`src/design/lcgsa_pkg.sv`:
```
// Shared constants and register codes for the generator block.
package lcgsa_pkg;

  localparam int STATE_BITS_DEF = 48;
  localparam int CFG_W          = 48;
  localparam int CFG_IDX_W      = 2;
  localparam int IDX_W          = 48;
  localparam int VAL_W          = 48;

  localparam logic [CFG_IDX_W-1:0] REG_MULT   = 2'd0;
  localparam logic [CFG_IDX_W-1:0] REG_INC    = 2'd1;
  localparam logic [CFG_IDX_W-1:0] REG_INIT   = 2'd2;
  localparam logic [CFG_IDX_W-1:0] REG_STRIDE = 2'd3;

  localparam logic MODE_DRAW    = 1'b0;
  localparam logic MODE_HISTORY = 1'b1;

  localparam logic [CFG_W-1:0] MULT_RST   = 48'd19073486328125;
  localparam logic [CFG_W-1:0] INC_RST    = 48'd0;
  localparam logic [CFG_W-1:0] INIT_RST   = 48'd19073486328125;
  localparam logic [CFG_W-1:0] STRIDE_RST = 48'd152917;

endpackage

```
`src/design/lcgsa_if.sv`:
```
// Valid/ready channel interfaces for requests and results.
interface lcgsa_in_if;
  logic                        valid;
  logic                        ready;
  logic                        mode;
  logic [lcgsa_pkg::IDX_W-1:0] history_index;

  modport source (output valid, output mode, output history_index, input ready);
  modport sink (input valid, input mode, input history_index, output ready);
endinterface

interface lcgsa_out_if;
  logic                        valid;
  logic                        ready;
  logic [lcgsa_pkg::VAL_W-1:0] value;

  modport source (output valid, output value, input ready);
  modport sink (input valid, input value, output ready);
endinterface

```
`src/design/lcg_with_stride_skip_ahead.sv`:
```
// Top level: LCG draws and history starts with stride skip-ahead around one multiply-add unit.
// A draw, or a history start that follows the last index, needs one multiply-add; the next
// transfer in waits until the result is registered, and a stalled result holds off the input.
// Any other history start runs the squaring loop twice, for the stride and then for the skip:
// every set bit of a skip count needs four multiply-adds and every clear bit two of them.
// Synchronous active-low reset loads register defaults, clears seeds and last index, identity stride.
module lcg_with_stride_skip_ahead #(
  parameter int STATE_BITS = lcgsa_pkg::STATE_BITS_DEF
) (
  input  logic                            clk,
  input  logic                            rst_n,
  lcgsa_in_if.sink                        in_chan,
  lcgsa_out_if.source                     out_chan,
  input  logic                            cfg_we,
  input  logic [lcgsa_pkg::CFG_IDX_W-1:0] cfg_idx,
  input  logic [lcgsa_pkg::CFG_W-1:0]     cfg_data
);

  localparam int SW = STATE_BITS;
  localparam int VW = lcgsa_pkg::VAL_W;
  localparam int IW = lcgsa_pkg::IDX_W;
  localparam int CW = lcgsa_pkg::CFG_W;

  typedef enum logic [3:0] {
    S_IDLE, S_DRAW, S_NEXT, S_KMUL, S_LOOP, S_GMUL, S_CMUL, S_CSTEP, S_GSQ, S_FIN, S_OUT
  } state_t;

  state_t        state_r, state_nxt;
  logic [CW-1:0] mult_r, inc_r, init_r, stride_r;
  logic [SW-1:0] cur_r, cur_nxt;
  logic [SW-1:0] hs_r, hs_nxt;
  logic [SW-1:0] sm_r, sm_nxt;
  logic [SW-1:0] sa_r, sa_nxt;
  logic [SW-1:0] big_g_r, big_g_nxt;
  logic [SW-1:0] big_c_r, big_c_nxt;
  logic [SW-1:0] g_r, g_nxt;
  logic [SW-1:0] c_r, c_nxt;
  logic [SW-1:0] k_r, k_nxt;
  logic [SW-1:0] kidx_r, kidx_nxt;
  logic [IW-1:0] idx_r, idx_nxt;
  logic [IW-1:0] last_r, last_nxt;
  logic          have_r, have_nxt;
  logic          run_r, run_nxt;
  logic [VW-1:0] result_r, result_nxt;
  logic          out_valid_r, out_valid_nxt;
  logic [VW-1:0] out_value_r, out_value_nxt;
  logic          go_r, go_nxt;

  logic [SW-1:0]    mult_s, inc_s, init_s, stride_s;
  logic [SW+VW-1:0] frac_ext;
  logic [VW-1:0]    frac;
  logic             in_xfer;
  logic             consec;
  logic [SW-1:0]    mac_a, mac_b, mac_add, mac_res;
  logic             mac_done;

  assign mult_s   = SW'(mult_r);
  assign inc_s    = SW'(inc_r);
  assign init_s   = SW'(init_r);
  assign stride_s = SW'(stride_r);

  // The seed read as a 0.48 fraction: its top bits, padded with zeros when it is narrower.
  assign frac_ext = {cur_r, {VW{1'b0}}};
  assign frac     = frac_ext[SW+VW-1 -: VW];

  assign in_chan.ready = (state_r == S_IDLE);
  assign in_xfer       = in_chan.valid && (state_r == S_IDLE);
  assign consec        = have_r && (in_chan.history_index != '0)
                         && (last_r == in_chan.history_index - IW'(1));

  assign out_chan.valid = out_valid_r;
  assign out_chan.value = out_value_r;

  always_comb begin
    mac_a   = '0;
    mac_b   = '0;
    mac_add = '0;
    case (state_r)
      S_DRAW: begin
        mac_a   = mult_s;
        mac_b   = cur_r;
        mac_add = inc_s;
      end
      S_NEXT: begin
        mac_a   = sm_r;
        mac_b   = hs_r;
        mac_add = sa_r;
      end
      S_KMUL: begin
        mac_a = stride_s;
        mac_b = SW'(idx_r);
      end
      S_GMUL: begin
        mac_a = big_g_r;
        mac_b = g_r;
      end
      S_CMUL: begin
        mac_a   = big_c_r;
        mac_b   = g_r;
        mac_add = c_r;
      end
      S_CSTEP: begin
        mac_a = g_r + SW'(1);
        mac_b = c_r;
      end
      S_GSQ: begin
        mac_a = g_r;
        mac_b = g_r;
      end
      S_FIN: begin
        mac_a   = big_g_r;
        mac_b   = init_s;
        mac_add = big_c_r;
      end
      default: mac_a = '0;
    endcase
  end

  lcgsa_mac #(.SW(SW)) u_mac (
    .clk    (clk),
    .rst_n  (rst_n),
    .start  (go_r),
    .a      (mac_a),
    .b      (mac_b),
    .addend (mac_add),
    .done   (mac_done),
    .result (mac_res)
  );

  always_comb begin
    state_nxt     = state_r;
    cur_nxt       = cur_r;
    hs_nxt        = hs_r;
    sm_nxt        = sm_r;
    sa_nxt        = sa_r;
    big_g_nxt     = big_g_r;
    big_c_nxt     = big_c_r;
    g_nxt         = g_r;
    c_nxt         = c_r;
    k_nxt         = k_r;
    kidx_nxt      = kidx_r;
    idx_nxt       = idx_r;
    last_nxt      = last_r;
    have_nxt      = have_r;
    run_nxt       = run_r;
    result_nxt    = result_r;
    out_valid_nxt = out_valid_r;
    out_value_nxt = out_value_r;

    if (out_valid_r && out_chan.ready) begin
      out_valid_nxt = 1'b0;
    end

    case (state_r)
      S_IDLE: begin
        if (in_xfer) begin
          idx_nxt = in_chan.history_index;
          if (in_chan.mode == lcgsa_pkg::MODE_DRAW) begin
            result_nxt = frac;
            state_nxt  = S_DRAW;
          end else begin
            last_nxt  = in_chan.history_index;
            have_nxt  = 1'b1;
            state_nxt = consec ? S_NEXT : S_KMUL;
          end
        end
      end
      S_DRAW: begin
        if (mac_done) begin
          cur_nxt   = mac_res;
          state_nxt = S_OUT;
        end
      end
      S_NEXT, S_FIN: begin
        if (mac_done) begin
          hs_nxt     = mac_res;
          cur_nxt    = mac_res;
          result_nxt = VW'(mac_res);
          state_nxt  = S_OUT;
        end
      end
      S_KMUL: begin
        if (mac_done) begin
          kidx_nxt  = mac_res;
          k_nxt     = stride_s;
          g_nxt     = mult_s;
          c_nxt     = inc_s;
          big_g_nxt = SW'(1);
          big_c_nxt = '0;
          run_nxt   = 1'b0;
          state_nxt = S_LOOP;
        end
      end
      S_LOOP: begin
        // The first pass yields the stride parameters, the second the skip to the history.
        if (k_r == '0) begin
          if (!run_r) begin
            sm_nxt    = big_g_r;
            sa_nxt    = big_c_r;
            k_nxt     = kidx_r;
            g_nxt     = mult_s;
            c_nxt     = inc_s;
            big_g_nxt = SW'(1);
            big_c_nxt = '0;
            run_nxt   = 1'b1;
          end else begin
            state_nxt = S_FIN;
          end
        end else begin
          state_nxt = k_r[0] ? S_GMUL : S_CSTEP;
        end
      end
      S_GMUL: begin
        if (mac_done) begin
          big_g_nxt = mac_res;
          state_nxt = S_CMUL;
        end
      end
      S_CMUL: begin
        if (mac_done) begin
          big_c_nxt = mac_res;
          state_nxt = S_CSTEP;
        end
      end
      S_CSTEP: begin
        if (mac_done) begin
          c_nxt     = mac_res;
          state_nxt = S_GSQ;
        end
      end
      S_GSQ: begin
        if (mac_done) begin
          g_nxt     = mac_res;
          k_nxt     = k_r >> 1;
          state_nxt = S_LOOP;
        end
      end
      S_OUT: begin
        if (!out_valid_r || out_chan.ready) begin
          out_valid_nxt = 1'b1;
          out_value_nxt = result_r;
          state_nxt     = S_IDLE;
        end
      end
      default: state_nxt = S_IDLE;
    endcase

    case (state_nxt)
      S_DRAW, S_NEXT, S_KMUL, S_GMUL, S_CMUL, S_CSTEP, S_GSQ, S_FIN:
        go_nxt = (state_nxt != state_r);
      default: go_nxt = 1'b0;
    endcase
  end

  always_ff @(posedge clk) begin
    if (!rst_n) begin
      state_r     <= S_IDLE;
      go_r        <= 1'b0;
      out_valid_r <= 1'b0;
      cur_r       <= '0;
      hs_r        <= '0;
      sm_r        <= SW'(1);
      sa_r        <= '0;
      last_r      <= '0;
      have_r      <= 1'b0;
      run_r       <= 1'b0;
      mult_r      <= lcgsa_pkg::MULT_RST;
      inc_r       <= lcgsa_pkg::INC_RST;
      init_r      <= lcgsa_pkg::INIT_RST;
      stride_r    <= lcgsa_pkg::STRIDE_RST;
    end else begin
      state_r     <= state_nxt;
      go_r        <= go_nxt;
      out_valid_r <= out_valid_nxt;
      cur_r       <= cur_nxt;
      hs_r        <= hs_nxt;
      sm_r        <= sm_nxt;
      sa_r        <= sa_nxt;
      last_r      <= last_nxt;
      have_r      <= have_nxt;
      run_r       <= run_nxt;
      if (cfg_we) begin
        case (cfg_idx)
          lcgsa_pkg::REG_MULT:   mult_r   <= cfg_data;
          lcgsa_pkg::REG_INC:    inc_r    <= cfg_data;
          lcgsa_pkg::REG_INIT:   init_r   <= cfg_data;
          lcgsa_pkg::REG_STRIDE: stride_r <= cfg_data;
          default:               mult_r   <= mult_r;
        endcase
      end
    end
  end

  always_ff @(posedge clk) begin
    big_g_r     <= big_g_nxt;
    big_c_r     <= big_c_nxt;
    g_r         <= g_nxt;
    c_r         <= c_nxt;
    k_r         <= k_nxt;
    kidx_r      <= kidx_nxt;
    idx_r       <= idx_nxt;
    result_r    <= result_nxt;
    out_value_r <= out_value_nxt;
  end

endmodule

```
`src/design/lcgsa_mac.sv`:
```
// Shared multiply-add unit: (a*b + addend) mod 2^SW using one half-width multiplier.
module lcgsa_mac #(
  parameter int SW = lcgsa_pkg::STATE_BITS_DEF
) (
  input  logic          clk,
  input  logic          rst_n,
  input  logic          start,
  input  logic [SW-1:0] a,
  input  logic [SW-1:0] b,
  input  logic [SW-1:0] addend,
  output logic          done,
  output logic [SW-1:0] result
);

  localparam int HW = (SW + 1) / 2;
  localparam int PW = 2 * HW;

  typedef enum logic [2:0] {M_IDLE, M_P0, M_P1, M_P2, M_P3} mstate_t;

  mstate_t       mstate_r;
  logic          done_r;
  logic [PW-1:0] a_r;
  logic [PW-1:0] b_r;
  logic [PW-1:0] acc_r;
  logic [PW-1:0] prod_r;

  logic [HW-1:0] mul_x;
  logic [HW-1:0] mul_y;
  logic [PW-1:0] mul_p;
  logic [PW-1:0] prod_shl;

  // The low product and the two cross products go through the one multiplier in turn;
  // the high-by-high product lies wholly above the modulus and is never formed.
  assign mul_x    = (mstate_r == M_P2) ? a_r[PW-1:HW] : a_r[HW-1:0];
  assign mul_y    = (mstate_r == M_P1) ? b_r[PW-1:HW] : b_r[HW-1:0];
  assign mul_p    = PW'(mul_x) * PW'(mul_y);
  assign prod_shl = {prod_r[HW-1:0], {HW{1'b0}}};

  always_ff @(posedge clk) begin
    if (!rst_n) begin
      mstate_r <= M_IDLE;
      done_r   <= 1'b0;
    end else begin
      done_r <= 1'b0;
      case (mstate_r)
        M_IDLE: begin
          if (start) begin
            mstate_r <= M_P0;
          end
        end
        M_P0:    mstate_r <= M_P1;
        M_P1:    mstate_r <= M_P2;
        M_P2:    mstate_r <= M_P3;
        M_P3: begin
          mstate_r <= M_IDLE;
          done_r   <= 1'b1;
        end
        default: mstate_r <= M_IDLE;
      endcase
    end
  end

  always_ff @(posedge clk) begin
    case (mstate_r)
      M_IDLE: begin
        if (start) begin
          a_r   <= PW'(a);
          b_r   <= PW'(b);
          acc_r <= PW'(addend);
        end
      end
      M_P0: prod_r <= mul_p;
      M_P1: begin
        acc_r  <= acc_r + prod_r;
        prod_r <= mul_p;
      end
      M_P2: begin
        acc_r  <= acc_r + prod_shl;
        prod_r <= mul_p;
      end
      M_P3:    acc_r <= acc_r + prod_shl;
      default: acc_r <= acc_r;
    endcase
  end

  assign done   = done_r;
  assign result = acc_r[SW-1:0];

endmodule

```
`src/flat_wrapper.sv`:
```
// flat-port wrapper written by rule: the top's interface ports become plain ports
module lcg_with_stride_skip_ahead_flat 
#(
  parameter int STATE_BITS = lcgsa_pkg::STATE_BITS_DEF
)
  (clk, rst_n, cfg_we, cfg_idx, cfg_data, in_chan_valid, in_chan_mode, in_chan_history_index, in_chan_ready, out_chan_valid, out_chan_value, out_chan_ready);
  lcgsa_in_if in_chan_i ();
  lcgsa_out_if out_chan_i ();
  input  logic clk;
  input  logic rst_n;
  input  logic cfg_we;
  input  logic [lcgsa_pkg::CFG_IDX_W-1:0] cfg_idx;
  input  logic [lcgsa_pkg::CFG_W-1:0] cfg_data;
  input wire logic [$bits(in_chan_i.valid)-1:0] in_chan_valid;
  input wire logic [$bits(in_chan_i.mode)-1:0] in_chan_mode;
  input wire logic [$bits(in_chan_i.history_index)-1:0] in_chan_history_index;
  output wire logic [$bits(in_chan_i.ready)-1:0] in_chan_ready;
  output wire logic [$bits(out_chan_i.valid)-1:0] out_chan_valid;
  output wire logic [$bits(out_chan_i.value)-1:0] out_chan_value;
  input wire logic [$bits(out_chan_i.ready)-1:0] out_chan_ready;
  assign in_chan_i.valid = in_chan_valid;
  assign in_chan_i.mode = in_chan_mode;
  assign in_chan_i.history_index = in_chan_history_index;
  assign in_chan_ready = in_chan_i.ready;
  assign out_chan_valid = out_chan_i.valid;
  assign out_chan_value = out_chan_i.value;
  assign out_chan_i.ready = out_chan_ready;
  lcg_with_stride_skip_ahead #(.STATE_BITS(STATE_BITS)) u_core (.clk(clk), .rst_n(rst_n), .in_chan(in_chan_i), .out_chan(out_chan_i), .cfg_we(cfg_we), .cfg_idx(cfg_idx), .cfg_data(cfg_data));
endmodule
```
`config.mk`:
```
export PLATFORM = sky130hd
export DESIGN_NAME = lcg_with_stride_skip_ahead_flat
export DESIGN_NICKNAME = d
export VERILOG_FILES = /design/src/design/lcgsa_pkg.sv /design/src/design/lcgsa_if.sv /design/src/design/lcg_with_stride_skip_ahead.sv /design/src/design/lcgsa_mac.sv /design/src/flat_wrapper.sv
export SDC_FILE = /design/constraint.sdc
export NUM_CORES = 2
export LEC_CHECK = 0
export BUFFER_PORTS_ARGS = -buffer_cell sky130_fd_sc_hd__buf_4
export CORE_MARGIN = 2
export CORE_UTILIZATION = 55
export DETAILED_ROUTE_END_ITERATION = 8
export PLACE_DENSITY_LB_ADDON = 0.08
export SLEW_MARGIN = 10
export SYNTH_ARGS = -nofsm -noshare
export SYNTH_HDL_FRONTEND = slang
export SYNTH_SLANG_ARGS = --single-unit
```
`constraint.sdc`:
```
create_clock -name clk -period 10.25 [get_ports clk]
set_input_delay 1.025 -clock clk [delete_from_list [all_inputs] [get_ports clk]]
set_output_delay 1.025 -clock clk [all_outputs]
set_load 0.01 [all_outputs]
```
==> summary.txt <==
Status
  – Outcome: finished, violations left
  – Failing checks: DRC, capacitance limit

Global route
  – Largest net degree at the start of global routing: 206
  – First-pass GRT wire length: between 300000 and 400000 um
  – Total GRT Usage: 0.400
  – Vias in the first global route: 54807
  – Gr ovfl total: 0
  – Initial antenna violation count: 22

Clock tree
  – # Post-CTS Setup Buffers: 0
  – Post-CTS Resized: 0
  – CTS Hold Bufs: 0
  – CTS buffer count: 108
  – CTS Sinks: 1068
  – H-tree depth: 3
  – Clk slew on worst S/H paths: 0.06 ns
  – CTS tree: built
  – Root Buffer Master: clkbuf_16
  – CTS max path bufs: 3
  – Clock latency on the worst-skew pair: 0.71 ns

Yosys
  – Synth top area cells: edfxtp_1 (28%), fa_1 (14%), dfxtp_1 (13%)
  – Post-synth top area cell: edfxtp_1
  – Number of library cell types mapped by synthesis: 86
  – Mapped Area: 0.0673 sq mm
  – Fraction of registers with async set/reset: 0
  – Yosys top cell area share: 0.278
  – Synth top cells by count: nand2_1 (1774), edfxtp_1 (624), inv_1 (575), a21oi_1 (556), fa_1 (484)
  – Top FF cell, synth: edfxtp_1
  – Synthesis warning total: 0
  – Sequential area share after synthesis: 0.410
  – Syn Area/Cell: between 9 and 10 sq um
  – Synth Net Count: 8015
  – Most numerous cell in the Yosys netlist: nand2_1
  – Post-synthesis instance total: 7181
  – EDFF count, synth: 624
  – #FFs+latches synth: 1068

Critical path
  – Critical path class: reg -> reg
  – Slowest stage delay, CP: 0.73 ns
  – Critical Path Most Common Cell: fa_1
  – Setup crit end kind: register
  – CP max-delay cell: mux2i_2
  – WP data arrival: 9.96 ns
  – CP Launch Type: register
  – Worst Path Max Fanout: 18
  – Critical Path RT: approximately 11 ns

Job
  – Max_cap viols: 1

Routing
  – Routed WL: 252000 um
  – DR vias: 55995
  – Met3 wire length: 32100 um
  – Drt first-iter violations: ~7700
  – Top layer in use: met5
  – Post-route ant nets: 0
  – Residual DRC: 7
  – WL met2: 112000 um
  – Pre-Repair DR Iteration Count: 9
  – Wl on met1: 93200 um
  – Vias per Instance: 6.31
  – DR WL/cell: 28.4 um

Timing
  – Max transition margin: 0.0101
  – Final clock skew: approximately 0.038 ns
  – Fmax: 105 MHz
  – Slew Viols, Final: 0
  – Slew @ Worst Pin: 1.46 ns
  – Period utilisation layout: 0.929
  – Tmin final: 9.53 ns
  – RSZ-0062 raised after global routing: false
  – Final setup viols: 0
  – Final Hold Vio Count: 0
  – Fin Setup TNS: 0 ns

Final layout
  – Layout filler cell count: 10433
  – Register area: roughly 0.028 sq mm
  – Layout cells sized above 1: 0.0843
  – Footprint of the multi-input gates: 0.0362 sq mm
  – P&R area growth vs syn: 9.80%
  – Nets@finish: roughly 8000

Die
  – Die width: 354 um
  – Die ar.: 0.125 sq mm
  – Initial Utilization: 0.554
  – Die height: 354 um
  – # IOs: 154
  – Row Count: ~130
  – Core Box Area: about 0.12 sq mm

Place
  – I/O Buffers: about 150
  – Routability cong.: about 1.0
  – HPWL after DPL: between 150000 and 200000 um

Worst hold path
  – Worst min-delay path category: reg -> reg
-- path summary, 6_finish.rpt --
check,startpoint,to,slack (ns),cells past startpoint
worst max-delay path,u_core.u_mac.mstate_r[2],u_core.u_mac.prod_r[47],0.72,28
worst max register to register,u_core.u_mac.mstate_r[2],u_core.u_mac.prod_r[47],0.72,28
worst min-delay path,u_core.result_r[39],u_core.out_chan.value[39],0.41,0
worst min register to register,u_core.result_r[39],u_core.out_chan.value[39],0.41,0
-- metrics by stage --
step           instance area, sq um  cells  utilization  worst slack, ns  hold slack [ns]
2_1_floorplan                 67300   7181            -             1.73            0.400
6_report                      73900   8881        0.608            0.725            0.410
3_3_place_gp                  70300   8666        0.578            0.979            0.401
5_1_grt                       73900   8873        0.608            0.384            0.418
4_1_cts                       73900   8873        0.608            0.820            0.409
3_5_place_dp                  70300   8667        0.578            0.812            0.405
-- cells in the final DEF, fill, tap and decap left out, types with 65 or more instances in the layout --
cell type / netlist / final
nand2_1: 1774 / 1771
edfxtp_1: 624 / 624
inv_1: 575 / 573
a21oi_1: 556 / 551
fa_1: 484 / 484
dfxtp_1: 444 / 444
nor2_1: 431 / 423
buf_4: 0 / 285
ha_1: 246 / 246
a22oi_1: 192 / 192
nand3_1: 164 / 161
o21ai_0: 115 / 113
clkbuf_16: 0 / 112
and2_1: 115 / 111
xnor2_1: 102 / 102
a222oi_1: 85 / 85
mux2_2: 72 / 72
xor2_1: 69 / 69
a21o_1: 65 / 65
-- metal layers --
metal  up-vias  global-route usage
li1      24356                   -
met5         -                   0
met4        10               0.206
met3       627               0.105
met1     27478               0.524
met2      3524               0.614
-- cell type report --
class	count	area share
multi-input cells	5109	0.490
repair buffers	290	0.0301
well taps	1625	0.0275
clock buffers	159	0.0427
flip-flops and latches	1068	0.374
clock inverters	47	0.00638
inverters	575	0.0293
diodes	8	0.000271
-- logic make-up after synthesis --
kind of cell	Yosys count	synth area share
and+or+nand+nor	2741	0.171
adders and majority gates	731	0.190
buffers and inverters	1004	0.0563
xor gates and xnor gates	171	0.0222
AOI/OAI and AO/OA	1340	0.130
muxes	126	0.0201
DFF	1068	0.410
-- critical path: cells and delay by family, from the launching register on --
kind	cells	cell delay (ns)
compound gates	7	1.83
xor+xnor	1	0.18
fa+ha+maj	8	3.87
buf+inv	6	0.84
flops	1	0.59
mux	1	0.73
simple gates	5	1.24
Power is left out: the tool's default activity adds up to more than one toggle a clock period on the data nets, which glitch-free logic cannot reach.
